## src/rtl/core/sls_pkg.sv

```systemverilog
package sls_pkg;

  localparam int COORD_W = 16;
  localparam int Z_W     = 4;

  typedef logic [COORD_W-1:0] coord_t;
  typedef logic [Z_W-1:0]     floor_t;

  localparam logic CMD_BEGIN = 1'b0;
  localparam logic CMD_POINT = 1'b1;

  typedef struct packed {
    logic   cmd;
    coord_t pos_x;
    coord_t pos_y;
    floor_t pos_z;
  } in_item_t;

  typedef struct packed {
    coord_t tile_x;
    coord_t tile_y;
    floor_t tile_z;
    logic   last_of_run;
    logic   span_overflow;
  } out_item_t;

  // one queued line job; a lone point is a line of zero length
  typedef struct packed {
    coord_t x0;
    coord_t y0;
    coord_t x1;
    coord_t y1;
    floor_t z;
    coord_t dx;
    coord_t dy;
    logic   sx;
    logic   sy;
    logic   ovf;
  } seg_t;

  typedef struct packed {
    logic full;
    logic not_empty;
  } q_stat_t;

endpackage

```

## src/rtl/core/sls_front.sv

```systemverilog
module sls_front
  import sls_pkg::*;
#(
  parameter int MAX_SPAN = 63
) (
  input  logic     clk,
  input  logic     rst_n,
  input  logic     in_valid,
  output logic     in_ready,
  input  in_item_t in_data,
  input  q_stat_t  q_stat,
  output logic     push,
  output seg_t     push_seg
);

  coord_t prev_x_r, prev_x_nxt;
  coord_t prev_y_r, prev_y_nxt;
  floor_t prev_z_r, prev_z_nxt;
  logic   have_prev_r, have_prev_nxt;

  logic   accept;
  logic   x_up, y_up;
  coord_t dx, dy;
  logic   too_long;

  assign in_ready = !q_stat.full;
  assign accept   = in_valid && in_ready;

  assign x_up     = in_data.pos_x >= prev_x_r;
  assign y_up     = in_data.pos_y >= prev_y_r;
  assign dx       = x_up ? in_data.pos_x - prev_x_r : prev_x_r - in_data.pos_x;
  assign dy       = y_up ? in_data.pos_y - prev_y_r : prev_y_r - in_data.pos_y;
  assign too_long = (dx > COORD_W'(MAX_SPAN)) || (dy > COORD_W'(MAX_SPAN));

  assign push = accept && (in_data.cmd == CMD_POINT);

  always_comb begin
    if (!have_prev_r || too_long) begin
      push_seg.x0  = in_data.pos_x;
      push_seg.y0  = in_data.pos_y;
      push_seg.z   = in_data.pos_z;
      push_seg.dx  = '0;
      push_seg.dy  = '0;
      push_seg.ovf = have_prev_r;
    end else begin
      push_seg.x0  = prev_x_r;
      push_seg.y0  = prev_y_r;
      push_seg.z   = prev_z_r;
      push_seg.dx  = dx;
      push_seg.dy  = dy;
      push_seg.ovf = 1'b0;
    end
    push_seg.x1 = in_data.pos_x;
    push_seg.y1 = in_data.pos_y;
    push_seg.sx = in_data.pos_x > prev_x_r;
    push_seg.sy = in_data.pos_y > prev_y_r;
  end

  always_comb begin
    prev_x_nxt    = prev_x_r;
    prev_y_nxt    = prev_y_r;
    prev_z_nxt    = prev_z_r;
    have_prev_nxt = have_prev_r;
    if (accept) begin
      if (in_data.cmd == CMD_BEGIN) begin
        have_prev_nxt = 1'b0;
      end else begin
        prev_x_nxt    = in_data.pos_x;
        prev_y_nxt    = in_data.pos_y;
        prev_z_nxt    = in_data.pos_z;
        have_prev_nxt = 1'b1;
      end
    end
  end

  always_ff @(posedge clk) begin
    if (!rst_n) begin
      prev_x_r    <= '0;
      prev_y_r    <= '0;
      prev_z_r    <= '0;
      have_prev_r <= 1'b0;
    end else begin
      prev_x_r    <= prev_x_nxt;
      prev_y_r    <= prev_y_nxt;
      prev_z_r    <= prev_z_nxt;
      have_prev_r <= have_prev_nxt;
    end
  end

endmodule

```

## src/rtl/core/sls_queue.sv

```systemverilog
module sls_queue
  import sls_pkg::*;
(
  input  logic    clk,
  input  logic    rst_n,
  input  logic    push,
  input  seg_t    push_seg,
  input  logic    pop,
  output seg_t    pop_seg,
  output q_stat_t q_stat
);

  seg_t       slot_r [2];
  logic       wr_ptr_r, wr_ptr_nxt;
  logic       rd_ptr_r, rd_ptr_nxt;
  logic [1:0] cnt_r, cnt_nxt;
  logic       do_push, do_pop;

  assign q_stat.full      = cnt_r == 2'd2;
  assign q_stat.not_empty = cnt_r != 2'd0;
  assign do_push          = push && !q_stat.full;
  assign do_pop           = pop && q_stat.not_empty;
  assign pop_seg          = slot_r[rd_ptr_r];

  always_comb begin
    wr_ptr_nxt = do_push ? !wr_ptr_r : wr_ptr_r;
    rd_ptr_nxt = do_pop ? !rd_ptr_r : rd_ptr_r;
    cnt_nxt    = cnt_r + {1'b0, do_push} - {1'b0, do_pop};
  end

  always_ff @(posedge clk) begin
    if (do_push) begin
      slot_r[wr_ptr_r] <= push_seg;
    end
  end

  always_ff @(posedge clk) begin
    if (!rst_n) begin
      wr_ptr_r <= 1'b0;
      rd_ptr_r <= 1'b0;
      cnt_r    <= 2'd0;
    end else begin
      wr_ptr_r <= wr_ptr_nxt;
      rd_ptr_r <= rd_ptr_nxt;
      cnt_r    <= cnt_nxt;
    end
  end

endmodule

```

## src/rtl/core/sls_back.sv

```systemverilog
module sls_back
  import sls_pkg::*;
#(
  parameter int MAX_SPAN = 63
) (
  input  logic      clk,
  input  logic      rst_n,
  input  q_stat_t   q_stat,
  input  seg_t      pop_seg,
  output logic      pop,
  output logic      out_valid,
  input  logic      out_ready,
  output out_item_t out_data
);

  localparam int SPAN_W = $clog2(MAX_SPAN + 1);
  localparam int ERR_W  = SPAN_W + 3;

  typedef enum logic {ST_IDLE, ST_WALK} state_t;

  state_t                   state_r;
  coord_t                   x_r, y_r, x1_r, y1_r;
  floor_t                   z_r;
  logic [SPAN_W-1:0]        dx_r, dy_r, cnt_r;
  logic                     sx_r, sy_r, ovf_r;
  logic signed [ERR_W-1:0]  err_r;
  logic                     out_valid_r;
  out_item_t                out_data_r;

  logic signed [ERR_W:0]    e2, dx_e, ndy_e, err_sum, init_sum;
  logic signed [ERR_W:0]    in_dx_e, in_dy_e;
  logic                     xstep, ystep, last, can_emit;
  coord_t                   x_nxt, y_nxt;

  assign e2    = {err_r, 1'b0};
  assign dx_e  = {{(ERR_W + 1 - SPAN_W){1'b0}}, dx_r};
  assign ndy_e = -{{(ERR_W + 1 - SPAN_W){1'b0}}, dy_r};
  assign xstep = e2 >= ndy_e;
  assign ystep = e2 <= dx_e;

  // the walk stops at the end point, at the tile limit, or where a step
  // would run past the end on an axis that is already done
  assign last = ((x_r == x1_r) && (y_r == y1_r)) || (cnt_r == SPAN_W'(MAX_SPAN)) ||
                (xstep && (x_r == x1_r)) || (ystep && (y_r == y1_r));

  assign err_sum = {err_r[ERR_W-1], err_r} + (xstep ? ndy_e : '0) + (ystep ? dx_e : '0);
  assign x_nxt   = xstep ? x_r + (sx_r ? COORD_W'(1) : {COORD_W{1'b1}}) : x_r;
  assign y_nxt   = ystep ? y_r + (sy_r ? COORD_W'(1) : {COORD_W{1'b1}}) : y_r;

  assign in_dx_e  = {{(ERR_W + 1 - SPAN_W){1'b0}}, pop_seg.dx[SPAN_W-1:0]};
  assign in_dy_e  = {{(ERR_W + 1 - SPAN_W){1'b0}}, pop_seg.dy[SPAN_W-1:0]};
  assign init_sum = in_dx_e - in_dy_e;

  assign can_emit  = !out_valid_r || out_ready;
  assign pop       = (state_r == ST_IDLE) && q_stat.not_empty;
  assign out_valid = out_valid_r;
  assign out_data  = out_data_r;

  always_ff @(posedge clk) begin
    if (!rst_n) begin
      state_r     <= ST_IDLE;
      out_valid_r <= 1'b0;
    end else begin
      unique case (state_r)
        ST_IDLE: begin
          if (out_ready) begin
            out_valid_r <= 1'b0;
          end
          if (q_stat.not_empty) begin
            x_r     <= pop_seg.x0;
            y_r     <= pop_seg.y0;
            x1_r    <= pop_seg.x1;
            y1_r    <= pop_seg.y1;
            z_r     <= pop_seg.z;
            dx_r    <= pop_seg.dx[SPAN_W-1:0];
            dy_r    <= pop_seg.dy[SPAN_W-1:0];
            sx_r    <= pop_seg.sx;
            sy_r    <= pop_seg.sy;
            ovf_r   <= pop_seg.ovf;
            err_r   <= init_sum[ERR_W-1:0];
            cnt_r   <= '0;
            state_r <= ST_WALK;
          end
        end
        ST_WALK: begin
          // a tile still waiting for the receiver holds the walk
          if (can_emit) begin
            out_valid_r                <= 1'b1;
            out_data_r.tile_x          <= x_r;
            out_data_r.tile_y          <= y_r;
            out_data_r.tile_z          <= z_r;
            out_data_r.last_of_run     <= last;
            out_data_r.span_overflow   <= ovf_r;
            if (last) begin
              state_r <= ST_IDLE;
            end else begin
              x_r   <= x_nxt;
              y_r   <= y_nxt;
              err_r <= err_sum[ERR_W-1:0];
              cnt_r <= cnt_r + SPAN_W'(1);
            end
          end
        end
        default: state_r <= ST_IDLE;
      endcase
    end
  end

endmodule

```

## src/rtl/core/stroke_line_stepper_core.sv

```systemverilog
// Stroke line stepper: turns a stream of stroke points into tiles.
// Input channel in_valid/in_ready/in_data carries commands: begin stroke
// (no output) or a stroke point. Output channel out_valid/out_ready/out_data
// carries one tile per transaction; last_of_run marks the final tile of the
// run caused by one point.
// The first point of a stroke, and any move longer than MAX_SPAN tiles on
// either axis (span_overflow set), gives the point alone. Otherwise every
// tile on the Bresenham line from the stored point to the new one is given,
// both ends included, on the stored point's floor.
// A combinational front end classifies each point as it is accepted and
// queues a line job in a two-entry queue. The walker loads a job in its idle
// state, then gives one tile per cycle while the receiver does not stall.
// With an idle walker, an accepted point is written into the queue, loaded
// by the walker from there, and its first tile set in the output register.
// While the receiver stalls, the walker holds its tile in the output register
// and the front keeps accepting until the queue is full.
// Reset (rst_n low, synchronous) forgets the stored point, empties the queue
// and drops any tile not yet delivered.
module stroke_line_stepper_core
  import sls_pkg::*;
#(
  parameter int MAX_SPAN = 63
) (
  input  logic      clk,
  input  logic      rst_n,
  input  logic      in_valid,
  output logic      in_ready,
  input  in_item_t  in_data,
  output logic      out_valid,
  input  logic      out_ready,
  output out_item_t out_data
);

  q_stat_t q_stat;
  logic    push, pop;
  seg_t    push_seg, pop_seg;

  sls_front #(.MAX_SPAN(MAX_SPAN)) u_front (
    .clk      (clk),
    .rst_n    (rst_n),
    .in_valid (in_valid),
    .in_ready (in_ready),
    .in_data  (in_data),
    .q_stat   (q_stat),
    .push     (push),
    .push_seg (push_seg)
  );

  sls_queue u_queue (
    .clk      (clk),
    .rst_n    (rst_n),
    .push     (push),
    .push_seg (push_seg),
    .pop      (pop),
    .pop_seg  (pop_seg),
    .q_stat   (q_stat)
  );

  sls_back #(.MAX_SPAN(MAX_SPAN)) u_back (
    .clk       (clk),
    .rst_n     (rst_n),
    .q_stat    (q_stat),
    .pop_seg   (pop_seg),
    .pop       (pop),
    .out_valid (out_valid),
    .out_ready (out_ready),
    .out_data  (out_data)
  );

endmodule

```

## config.mk

```make
export PLATFORM = sky130hd
export DESIGN_NAME = stroke_line_stepper_core
export DESIGN_NICKNAME = d
export VERILOG_FILES = /design/src/rtl/core/sls_pkg.sv /design/src/rtl/core/sls_front.sv /design/src/rtl/core/sls_queue.sv /design/src/rtl/core/sls_back.sv /design/src/rtl/core/stroke_line_stepper_core.sv
export SDC_FILE = /design/constraint.sdc
export NUM_CORES = 1
export LEC_CHECK = 0
export BUFFER_PORTS_ARGS = -buffer_cell sky130_fd_sc_hd__buf_2
export CORE_MARGIN = 2
export CORE_UTILIZATION = 50
export CTS_CLUSTER_DIAMETER = 80
export CTS_CLUSTER_SIZE = 16
export DETAILED_ROUTE_END_ITERATION = 8
export PLACE_DENSITY = 0.79
export SYNTH_ARGS = -nofsm -noshare
export SYNTH_HDL_FRONTEND = slang
export SYNTH_SLANG_ARGS = --single-unit
```

## constraint.sdc

```tcl
create_clock -name clk -period 11.9 [get_ports clk]
set_clock_uncertainty 0.15 [all_clocks]
set_input_delay 0 -clock clk [delete_from_list [all_inputs] [get_ports clk]]
set_output_delay 0 -clock clk [all_outputs]
set_load 0.03 [all_outputs]
```

Word-level counts from Yosys, hierarchy flattened
Memory sizes are Yosys's and may differ from the RTL's. A register that Yosys moved wholly into a read port is not among the register bits.
Index checks and enable logic that the tools add are counted.
- add/subtract/negate cells: 13
- $lt $le $gt $ge: 8
- equal/unequal tests: 10
- multiplexer cells: 39
- bitwise logic cells: 1
- reductions and logical operators: 27
- operators with widths (kind ; count):
    $mux 16 ; 12
    $pmux 16 s2 ; 2
    $sub 16x16->16 ; 4
    $mux 36 ; 1
    $mux 9 ; 4
    $add 16x16->16 ; 2
    $eq 16x16->1 ; 2
    $ge 16x16->1 ; 2
    $gt 16x16->1 ; 2
    $gt 16x6->1 const B ; 2
    $mux 32 ; 1
    $mux 6 ; 4
    $add 9x9->9 ; 2
    $pmux 9 s2 ; 1
    $pmux 6 s2 ; 1
    $mux 1 ; 11
    $ge 10x10->1 ; 1
    $le 10x7->1 ; 1
    $ne 2x2->1 const B ; 5
    $neg 6->10 ; 1
    $reduce_and 5->1 ; 2
    $logic_and 1x1->1 ; 8
    $sub 6x6->7 ; 1
    $add 6x1->6 const B ; 1
    other kinds (13) ; 25
- bits in registers: 179
- bits in writable memories: 206
- input bits: 41
- output and inout bits: 40
- word-level logic and storage cells: 125
- memories: 1
- memory list (name ; words ; bits a word ; rd ports ; clocked after memory_dff ; wr ports ; line ; text):
    u_queue.slot_r ; 2 ; 103 ; 1 ; 1 ; 1 ; sls_queue.sv:13 ; seg_t slot_r [2];

Logic depth before layout (Yosys ltp)
Gate-level depths: netlist of the first run.
- depth after elaboration: 8
- mapped depth: 26
- gate-level depth less buffers: 26

By module
Synthesis of the first run repeated with hierarchy kept, for this count alone.
- cells, all modules: 1764
- area total of the unflattened synthesis: 21240.4 sq um
- modules (own cells, without submodules) (module ; times used ; cells an instance ; area each (sq um) ; sequential area each (sq um)):
    sls_back ; 1 ; 627 ; 7701.1 ; 4124.0
    sls_queue ; 1 ; 347 ; 7683.6 ; 6286.0
    sls_front ; 1 ; 790 ; 5855.6 ; 740.7

Worst setup path after synthesis of the first run
OpenSTA, ideal clock, no wires.
- path type: reg2reg
- start point: reg u_queue.cnt_r[0]
- end point: mem u_queue.slot_r[0][0] (netlist name), enable pin
- library setup time: 0.527 ns
- arrival time: 4.475 ns
- data required time: 11.223 ns
- path slack: 6.748 ns
- cell stages (with the launch flop): 6
- path buffers: 1
- period minus slack after synthesis: 5.152 ns
- path through: dfxtp_1 > inv_1 > nand2_1 > nand3_1 > clkbuf_1 > nor2_1
- cells in the longest elaborated chain, start to end: 7
- ends and longest elaborated chain (what ; line ; text):
    start, declared ; sls_queue.sv:16 ; logic [1:0] cnt_r, cnt_nxt;
    start signal, assigned ; sls_queue.sv:45 ; cnt_r <= cnt_nxt;
    $eq 2x2->1 (*) ; sls_queue.sv:19 ; assign q_stat.full = cnt_r == 2'd2;
    $logic_not 1->1 (*) ; sls_front.sv:26 ; assign in_ready = !q_stat.full;
    via in_ready ; stroke_line_stepper_core.sv:27 ; output logic in_ready,
    $logic_and 1x1->1 ; sls_front.sv:27 ; assign accept = in_valid && in_ready;
    $logic_and 1x1->1 ; sls_front.sv:35 ; assign push = accept && (in_data.cmd == CMD_POINT);
    $logic_and 1x1->1 (*) ; sls_queue.sv:21 ; assign do_push = push && !q_stat.full;
    $mux 1 (*) ; sls_queue.sv:32 ; if (do_push) begin
    $mux 1 (implied by the code) (*) ; sls_queue.sv:33 ; slot_r[wr_ptr_r] <= push_seg;
    end, declared ; sls_queue.sv:13 ;
The timed path passes the listed nets; every way through them passes the cells marked *.

==> results.cfg, run 1 <==
[pwr]
combinationalPowerShare_pct = 38.2
swShare_pct = 36.1
power_density_nw_per_um2 = 197
seqPwrFrac_pct = 41.6
internal_power_w = 0.00266
p_total_w = 0.00416
p_switching_w = 0.00150
clkPwrFrac_pct = 20.1
p_leak_nw = 8.22
peakVddDrop_mv = 0.113

[worst_setup_path]
cp-start-kind = flip-flop
crit_fanout = 28
critical_path_class = flip-flop to flip-flop
end_kind = flip-flop
crit_arrival_ps = 5610
worstPathRequired_ps = 12060

[place]
io_buffers = 80
dp_hpwl_um = 31400
gp_congestion = 0.916

[cells_and_area]
antenna_cells = 0
num-nets-final = 1942
layout-drive-gt1-share_pct = 11.3
syn_to_final_growth_pct = 10.9

[timing]
rsz0062_at_grt = no
setup_viol = 0
maxSlewHeadroom_pct = 20.1
drv_slew = 0
worst_slew_pin_slew_ps = 1180
post-route-period-util_pct = 45.8
fin_setup_tns_ps = 0
fmax_mhz = 183
hold_violations = 0
fin_crit_ps = 5450

[floorplanning]
start_util_pct = 50.7
die-area_um2 = 39700
core_um2 = 37700
fp.dieH_um = 199
io_pins = 81
die_x_um = 199
rows = 71

[logic_synthesis]
synthAdderAreaFrac_pct = 9.47
syn_nets = 1839
synth_top_family_by_area = compound AO/OA/AOI/OAI gates
yosys_most_used_dff = edfxtp_1
synth_area_leader_cell = edfxtp_1
synth_edf_count = 302
synth_area_um2 = 19100
avgSynthCellArea_um2 = 11.5
ys_seq_area_share_pct = 52.1
synth_top_area_share_pct = 47.5
synthCells = 1662
synth_common_cells = 302 x edfxtp_1, 152 x nand2_1, 133 x inv_1, 122 x ha_1, 93 x a21oi_1
synthMuxAreaShare_pct = 7.33
synth_xor_xnor_area_share_pct = 4.45
yosysWarningCount = 0
yosys.cell_count.top_type = edfxtp_1
synth-seq-cells = 346
synth_compound_area_share_pct = 13.0
synth.distinct_cells = 70
synthSimpleGateAreaFrac_pct = 9.42
synthArstFlopShare_pct = 0
synth_area_leaders = edfxtp_1 48%, ha_1 8.0%, dfxtp_1 4.6%

[global_routing]
grt_usage_pct = 22.5
grt-ovfl-total = 0
antenna_found_initial = 0
grt_pass1_wl_um = 69900
grt_max_degree = 80
grt_pass1_vias = 12700

[clock_tree]
clockBufferDepth = 3
htreeDepth = 1
cts_setup_buffers = 0
clkSinkCount = 346
insertion_delay_ps = 560
cts_root_buf = clkbuf_16
numCtsBuffers = 26
path_clk_slew_ps = 80
cts_tree = built

[route]
dr.pass1.iters = 5
drt_iter0_drc = 1250
ant_nets = 0
vias = 13100
avgRoutedWirePerCell_um = 19.4
vias_per_cell = 5.70
drt_wl_total_um = 44600
drc = 0

[run]
max_cap_viol_count = 0

[worst_hold_path]
hold_path.class = input port to flip-flop

[run_status]
status = finished clean
-- area by class of cell --
type | instances | area, µm²
repair buffers | 137 | 943
clock buffers | 45 | 743
flip-flops and latches | 346 | 9950
multi-input cells | 1120 | 8350
fillers | 3070 | 16500
inverters | 134 | 503
clock inverters | 3 | 30.0
well taps | 511 | 639
-- registers in the layout (all words and copies together) (netlist names), 2 cells and up, named ones only --
register,cells
u_back.cnt_r,6
u_back.dx_r,6
u_back.dy_r,6
u_back.err_r,9
u_back.out_data,38
u_back.x1_r,16
u_back.x_r,16
u_back.y1_r,16
u_back.y_r,16
u_back.z_r,4
u_front.prev_x_r,16
u_front.prev_y_r,16
u_front.prev_z_r,4
u_queue.cnt_r,2
u_queue.slot_r,166
-- logic make-up after synthesis --
logic type               after synthesis
AO/OA/AOI/OAI                        375
XOR/XNOR                              97
adder cells (fa/ha/maj)              136
buffers and inverters                196
flip-flops                           346
multiplexers                         129
AND/OR/NAND/NOR                      383
-- timing repair --
action,CTS,global route
resized for setup,0,0
hold buffers,46,0
hold endpoints to repair,184,0
-- stage by stage --
step           instances  worst slack, ps  util (%)  area (µm²)  hold slack [ps]
3_5_place_dp        2202             6500      52.9       19900             90.7
5_1_grt             2296             5970      56.2       21200             72.3
2_1_floorplan       1662             6750         -       19100            -51.1
6_report            2296             6450      56.2       21200             73.7
4_1_cts             2296             6480      56.2       21200             59.1
3_3_place_gp        2202             6520      52.9       19900             88.3
-- worst max-delay path, stage by stage (launching register included) --
cell	delay, ps
dfxtp_1	360
ha_1	200
inv_1	70
fa_1	380
a211o_1	310
a2111o_1	400
a2bb2oi_2	260
and2_1	460
mux2i_1	270
xnor2_1	130
o2111ai_1	140
nor4_2	400
nand4_1	670
buf_4	580
mux2_4	370
-- power by group through the flow --
| stage | sequential, W | clock, W | combinational [W] |
|---|---|---|---|
| finish | 0.00173 | 0.000837 | 0.00159 |
| global route | 0.00175 | 0.000893 | 0.00176 |
| CTS | 0.00173 | 0.000855 | 0.00158 |
| detailed placement | 0.00176 | 0 | 0.00156 |
| global placement | 0.00175 | 0 | 0.00152 |
| floorplan | 0.00172 | 0 | 0.00117 |
-- final timing paths --
| path | depth (start not counted) | endpoint | slack (ps) | from |
|---|---|---|---|---|
| setup reg to reg | 14 | u_queue.slot_r[1][102]$_DFFE_PP_ | 6450 | u_front.prev_y_r[0]$_SDFFE_PN0P_ |
| hold reg to reg | 0 | u_back.out_data[5]$_DFFE_PP_ | 290 | u_back.z_r[3]$_DFFE_PP_ |
| setup / recovery | 14 | u_queue.slot_r[1][102]$_DFFE_PP_ | 6450 | u_front.prev_y_r[0]$_SDFFE_PN0P_ |
| hold / removal | 2 | u_queue.slot_r[0][62]$_DFFE_PP_ | 70 | in_data[27] |
-- cells in the final DEF, fill, tap and decap left out, types with 15 or more instances in the layout --
master	n
a21o_1	32
xor2_1	49
inv_1	133
a21boi_0	37
clkbuf_1	18
nand2_1	152
o21ai_0	69
nand4_1	19
nand3_1	24
clkbuf_16	27
dfxtp_1	42
xnor2_1	48
o211ai_1	15
ha_1	122
nor2_1	69
nor3_1	29
mux2i_1	70
o21bai_1	15
edfxtp_1	302
a211oi_1	25
a21oi_1	93
o31ai_1	15
dlygate4sd3_1	46
buf_2	80
mux2_2	52
nor2b_1	20
-- per-layer routing --
layer / GRT usage, % / part of all wire (%) / routed length [µm] / vias up
met2: 36.6 / 46 / 20600 / 417
met1: 32.7 / 47 / 20800 / 6344
met5: 0 / 0 / 0 / -
li1: - / - / - / 6266
met4: 5.40 / 1.8 / 808 / 0
met3: 2.08 / 5.4 / 2390 / 53
No activity file was read; power rests on OpenSTA's default activity.
==> run 2: changes to the inputs <==
--- a/config.mk
+++ b/config.mk
@@ -5,13 +5,14 @@
 export SDC_FILE = /design/constraint.sdc
 export NUM_CORES = 1
 export LEC_CHECK = 0
+export ABC_AREA = 1
 export BUFFER_PORTS_ARGS = -buffer_cell sky130_fd_sc_hd__buf_2
 export CORE_MARGIN = 2
 export CORE_UTILIZATION = 50
 export CTS_CLUSTER_DIAMETER = 80
 export CTS_CLUSTER_SIZE = 16
 export DETAILED_ROUTE_END_ITERATION = 8
-export PLACE_DENSITY = 0.79
+export PLACE_DENSITY = 0.81
 export SYNTH_ARGS = -nofsm -noshare
 export SYNTH_HDL_FRONTEND = slang
 export SYNTH_SLANG_ARGS = --single-unit
==> constraint.sdc (replaced) <==
create_clock -name clk -period 4.45 [get_ports clk]
set_clock_uncertainty 0.15 [all_clocks]
set_input_delay 0 -clock clk [delete_from_list [all_inputs] [get_ports clk]]
set_output_delay 0 -clock clk [all_outputs]
set_load 0.03 [all_outputs]
==> results.cfg, run 2 <==
[clock_tree]
htreeDepth = 1
cts_tree = built
clockBufferDepth = 3
path_clk_slew_ps = 80
insertion_delay_ps = 560
numCtsBuffers = 26
clkSinkCount = 346
cts_root_buf = clkbuf_16

[worst_setup_path]
critical_path_class = flip-flop to flip-flop
cpPeakStageDelay_ps = 520
cp-start-kind = flip-flop
worstPathRequired_ps = 4620
cp_slowest_cell = fa_1
end_kind = flip-flop
cpMostUsedCell = nand2_2
crit_fanout = 3
crit_arrival_ps = 4770

[logic_synthesis]
synth_area_leaders = edfxtp_1 46%, nand2_1 14%, ha_1 7.7%
synth-seq-cells = 346
synth_compound_area_share_pct = 7.61
synth_common_cells = 723 x nand2_1, 306 x inv_1, 302 x edfxtp_1, 135 x a21oi_1, 133 x nand3_1
syn_nets = 2449
ys_seq_area_share_pct = 50.4
synth_edf_count = 302
yosys_most_used_dff = edfxtp_1
synth.distinct_cells = 45
synthSimpleGateAreaFrac_pct = 22.4
synthArstFlopShare_pct = 0
synth_top_family_by_area = simple AND/OR/NAND/NOR gates
synthAdderAreaFrac_pct = 9.15
synth_area_um2 = 19800
synthMuxAreaShare_pct = 0.253
synth_top_area_share_pct = 45.9
synth_xor_xnor_area_share_pct = 2.70
synth_area_leader_cell = edfxtp_1
yosysWarningCount = 0
avgSynthCellArea_um2 = 8.69
synthCells = 2272
yosys.cell_count.top_type = nand2_1

[timing]
setup_viol = 2
maxSlewHeadroom_pct = 39.1
drv_slew = 0
setup_slack_ps = -156
worst_slew_pin_slew_ps = 914
fin_crit_ps = 4610
hold_violations = 0
fmax_mhz = 217
rsz0062_at_grt = yes
post-route-period-util_pct = 104

[floorplanning]
core_um2 = 38800
rows = 72
die-area_um2 = 41100
io_pins = 81
start_util_pct = 50.9
fp.dieH_um = 203
die_x_um = 203

[global_routing]
grt_pass1_vias = 15300
grt-ovfl-total = 0
grt_pass1_wl_um = 79600
grt_max_degree = 84
grt_usage_pct = 23.9
antenna_found_initial = 1

[route]
vias = 15800
ant_nets = 0
dr.pass1.iters = 5
drt_iter0_drc = 1706
avgRoutedWirePerCell_um = 16.8
drc = 0
drt_wl_total_um = 49300
vias_per_cell = 5.38

[worst_hold_path]
hold_path.class = input port to flip-flop

[cells_and_area]
num-nets-final = 2577
syn_to_final_growth_pct = 13.2
largest_register = u_queue.slot_r
layout-drive-gt1-share_pct = 10.3
antenna_cells = 0
final_cell_mix = 712 x nand2_1, 302 x edfxtp_1, 296 x inv_1
final_area_um2 = 22400
mostFrequentLayoutCell = nand2_1
largest_register_ffs = 166

[run_status]
status = finished with violations
violations = setup timing

[run]
max_cap_viol_count = 0

[place]
dp_hpwl_um = 34900
postPlaceCellArea_um2 = 20800
io_buffers = 80
place_ws_ps = -439
gp_congestion = 0.900

[pwr]
peakVddDrop_mv = 0.289
power_density_nw_per_um2 = 553
p_leak_nw = 10.0
[run 2: stage by stage]
stage	utilization (%)	total power [W]	cells	hold WS [ps]	setup TNS, ps
finish	57.6	0.0124	2935	98.9	-241
global route	57.6	0.0132	2935	77.8	-965
global placement	53.7	0.00933	2842	92.9	-335
detailed placement	53.7	0.00957	2842	99.5	-1040
CTS	57.0	0.0120	2931	68.8	-242
floorplan	-	0.00812	2272	-51.1	-140350
[run 2: cell families after synthesis]
| group | Yosys count |
|---|---|
| compound gates | 283 |
| xor+xnor | 61 |
| fa+ha+maj | 136 |
| buf+inv | 374 |
| flops | 346 |
| mux | 5 |
| simple gates | 1067 |
[run 2: power breakdown]
part	total (W)	switching, W	internal (W)
Combinational	0.00546	0.00344	0.00202
Clock	0.00224	0.00109	0.00115
Sequential	0.00467	0.000379	0.00429
[run 2: worst max-delay path: cells and delay by family (launching register included)]
family / cells / cell delay (ps)
simple gates: 13 / 1340
fa+ha+maj: 3 / 1000
compound gates: 6 / 920
buf+inv: 6 / 530
flops: 1 / 420
[run 2: worst paths after layout]
check | from | end | slack [ps] | cells past startpoint
worst max-delay path | u_back.dy_r[1]$_DFFE_PP_ | u_back.err_r[8]$_DFFE_PP_ | -160 | 28
worst min-delay path | in_data[19] | u_queue.slot_r[1][54]$_DFFE_PP_ | 100 | 2
worst max register to register | u_back.dy_r[1]$_DFFE_PP_ | u_back.err_r[8]$_DFFE_PP_ | -160 | 28
worst min register to register | u_back.z_r[3]$_DFFE_PP_ | u_back.out_data[5]$_DFFE_PP_ | 270 | 0
[run 2: routing by layer]
layer / global-route usage, % / share of wire (%) / routed length [µm]
met1: 34.2 / 44 / 21800
met5: 0 / 0.026 / 13
met4: 5.94 / 2.0 / 1010
met3: 2.63 / 7.3 / 3600
met2: 39.0 / 46 / 22800
[run 2: final cells by class]
class                   count  area [µm²]
flip-flops and latches    346        9950
clock buffers              43         746
inverters                 313        1180
clock inverters             2        25.0
well taps                 518         648
fillers                  3189       16500
repair buffers            161        1180
multi-input cells        1552        8630
[run 2: what timing repair did]
item                                    in CTS  in global routing
buffers inserted                             4                  5
hold endpoints to repair                   193                  0
hold buffers                                40                  0
resized for setup                           25                 45
endpoints found under the setup margin       4                  5
pin swaps                                   19                 34
==> run 3: changes to the inputs <==
--- a/config.mk
+++ b/config.mk
@@ -7,7 +7,8 @@
 export LEC_CHECK = 0
 export ABC_AREA = 1
 export BUFFER_PORTS_ARGS = -buffer_cell sky130_fd_sc_hd__buf_2
-export CORE_MARGIN = 2
+export CAP_MARGIN = 30
+export CORE_MARGIN = 1.5
 export CORE_UTILIZATION = 50
 export CTS_CLUSTER_DIAMETER = 80
 export CTS_CLUSTER_SIZE = 16
@@ -15,4 +16,5 @@
 export PLACE_DENSITY = 0.81
 export SYNTH_ARGS = -nofsm -noshare
 export SYNTH_HDL_FRONTEND = slang
+export SYNTH_HIERARCHICAL = 1
 export SYNTH_SLANG_ARGS = --single-unit
==> results.cfg, run 3 <==
[cells_and_area]
fin_cells = 2929
layout-drive-gt1-share_pct = 13.9
fin_util_pct = 56.0
num-nets-final = 2551
mostFrequentLayoutCell = nand2_1
largest_register_ffs = 166
final_cell_mix = 658 x nand2_1, 302 x edfxtp_1, 288 x inv_1
largest_register = u_queue/slot_r
syn_to_final_growth_pct = 10.9

[timing]
worst_slew_pin_slew_ps = 901
post-route-period-util_pct = 97.9
rsz0062_at_grt = yes
fmax_mhz = 229
fin_setup_tns_ps = 0
maxSlewHeadroom_pct = 39.9
hold_violations = 0
setup_slack_ps = 92.2
fin_crit_ps = 4360
setup_viol = 0
drv_slew = 0

[global_routing]
grt-ovfl-total = 0
grt_pass1_vias = 15300
grt_pass1_wl_um = 77800
grt_usage_pct = 22.9
antenna_found_initial = 3
grt_max_degree = 70

[pwr]
clkPwrFrac_pct = 19.0
peakVddDrop_mv = 0.294
seqPwrFrac_pct = 39.2
power_density_nw_per_um2 = 520
p_total_w = 0.0119
internal_power_w = 0.00730
p_leak_nw = 10.1
p_switching_w = 0.00457
swShare_pct = 38.5
combinationalPowerShare_pct = 41.8

[route]
vias_per_cell = 5.44
vias = 15900
dr.pass1.iters = 5
drt_wl_total_um = 49000
avgRoutedWirePerCell_um = 16.7
drt_iter0_drc = 1495
ant_nets = 0
drc = 0

[floorplanning]
die_x_um = 206
die-area_um2 = 42400
io_pins = 81
start_util_pct = 50.5
core_um2 = 40700
fp.dieH_um = 206
rows = 74

[worst_setup_path]
critical_path_class = flip-flop to flip-flop
crit_arrival_ps = 4520
cp-start-kind = flip-flop
end_kind = flip-flop
crit_fanout = 5
worstPathRequired_ps = 4610

[run]
max_cap_viol_count = 0

[clock_tree]
path_clk_slew_ps = 80
numCtsBuffers = 26
clkSinkCount = 346
clockBufferDepth = 3
cts_root_buf = clkbuf_16
cts_tree = built
htreeDepth = 1
insertion_delay_ps = 560

[logic_synthesis]
synthCells = 2276
synth_area_um2 = 20600
avgSynthCellArea_um2 = 9.04
yosysWarningCount = 6
syn_nets = 2453

[worst_hold_path]
hold_path.class = input port to flip-flop

[place]
io_buffers = 80
post-place-cells = 2824
dp_hpwl_um = 35200
gp_congestion = 0.924
place_ws_ps = -162

[run_status]
status = finished clean
[run 3: area by class of cell]
cell class | instances | area (µm²)
clock inverters | 2 | 27.5
diodes | 3 | 7.51
clock buffers | 46 | 747
fillers | 3392 | 17900
inverters | 306 | 1150
multi-input cells | 1537 | 9160
flip-flops and latches | 346 | 9950
repair buffers | 157 | 1120
well taps | 532 | 666
[run 3: final timing paths]
path / to / cells after the start / startpoint / slack [ps]
worst max-delay path: u_back/err_r[6]$_DFFE_PP_ / 25 / u_back/dy_r[0]$_DFFE_PP_ / 90
worst min-delay path: u_queue/slot_r[0][45]$_DFFE_PP_ / 2 / in_data[10] / 70
worst max register to register: u_back/err_r[6]$_DFFE_PP_ / 25 / u_back/dy_r[0]$_DFFE_PP_ / 90
worst min register to register: u_back/out_data[0]$_DFFE_PP_ / 0 / u_back/ovf_r$_DFFE_PP_ / 270
[run 3: worst max-delay path: stages (launching register included)]
cell      delay (ps)
edfxtp_1         470
nor3_2           170
or3b_4           440
nand2_2           90
nand2_2           80
ha_4             290
nand2_4           60
nor2_4           110
nand3_4          100
nand3_2          110
nand2_2           60
nand3_4          120
inv_2             40
or2_4            220
fa_1             520
inv_2             50
ha_4             260
inv_2             50
o21bai_4         170
nand2_2           80
inv_2             60
o21ai_1           60
nand2_1          110
a21oi_2           60
o21ai_1          100
nand2_1           60
[run 3: power by group through the flow]
stage,Combinational (W),Sequential [W],Clock [W]
finish,0.00496,0.00466,0.00225
global route,0.00550,0.00471,0.00240
CTS,0.00457,0.00464,0.00229
detailed placement,0.00445,0.00471,0
global placement,0.00426,0.00468,0
floorplan,0.00330,0.00465,0
[run 3: timing repair]
item / CTS / global route
gates resized for setup: 8 / 59
endpoints found under the hold margin: 185 / 0
pin swaps: 5 / 27
buffers inserted: 3 / 6
hold buffers: 45 / 0
setup endpoints to repair: 3 / 5
[run 3: routing by layer]
layer,vias to the layer above,global-route usage [%],wire length (µm),share of wire [%]
li1,7701,-,-,-
met1,7581,31.8,21700,44
met2,573,38.0,22800,47
met3,70,3.14,3470,7.1
met4,0,5.98,969,2.0
met5,-,0,0,0
[run 3: through the flow]
step / hold slack, ps / area [µm²]
floorplan: -56.5 / 20600
global placement: 99.2 / 21300
detailed placement: 108 / 21300
CTS: 57.6 / 22600
global route: 69.3 / 22800
finish: 71.8 / 22800
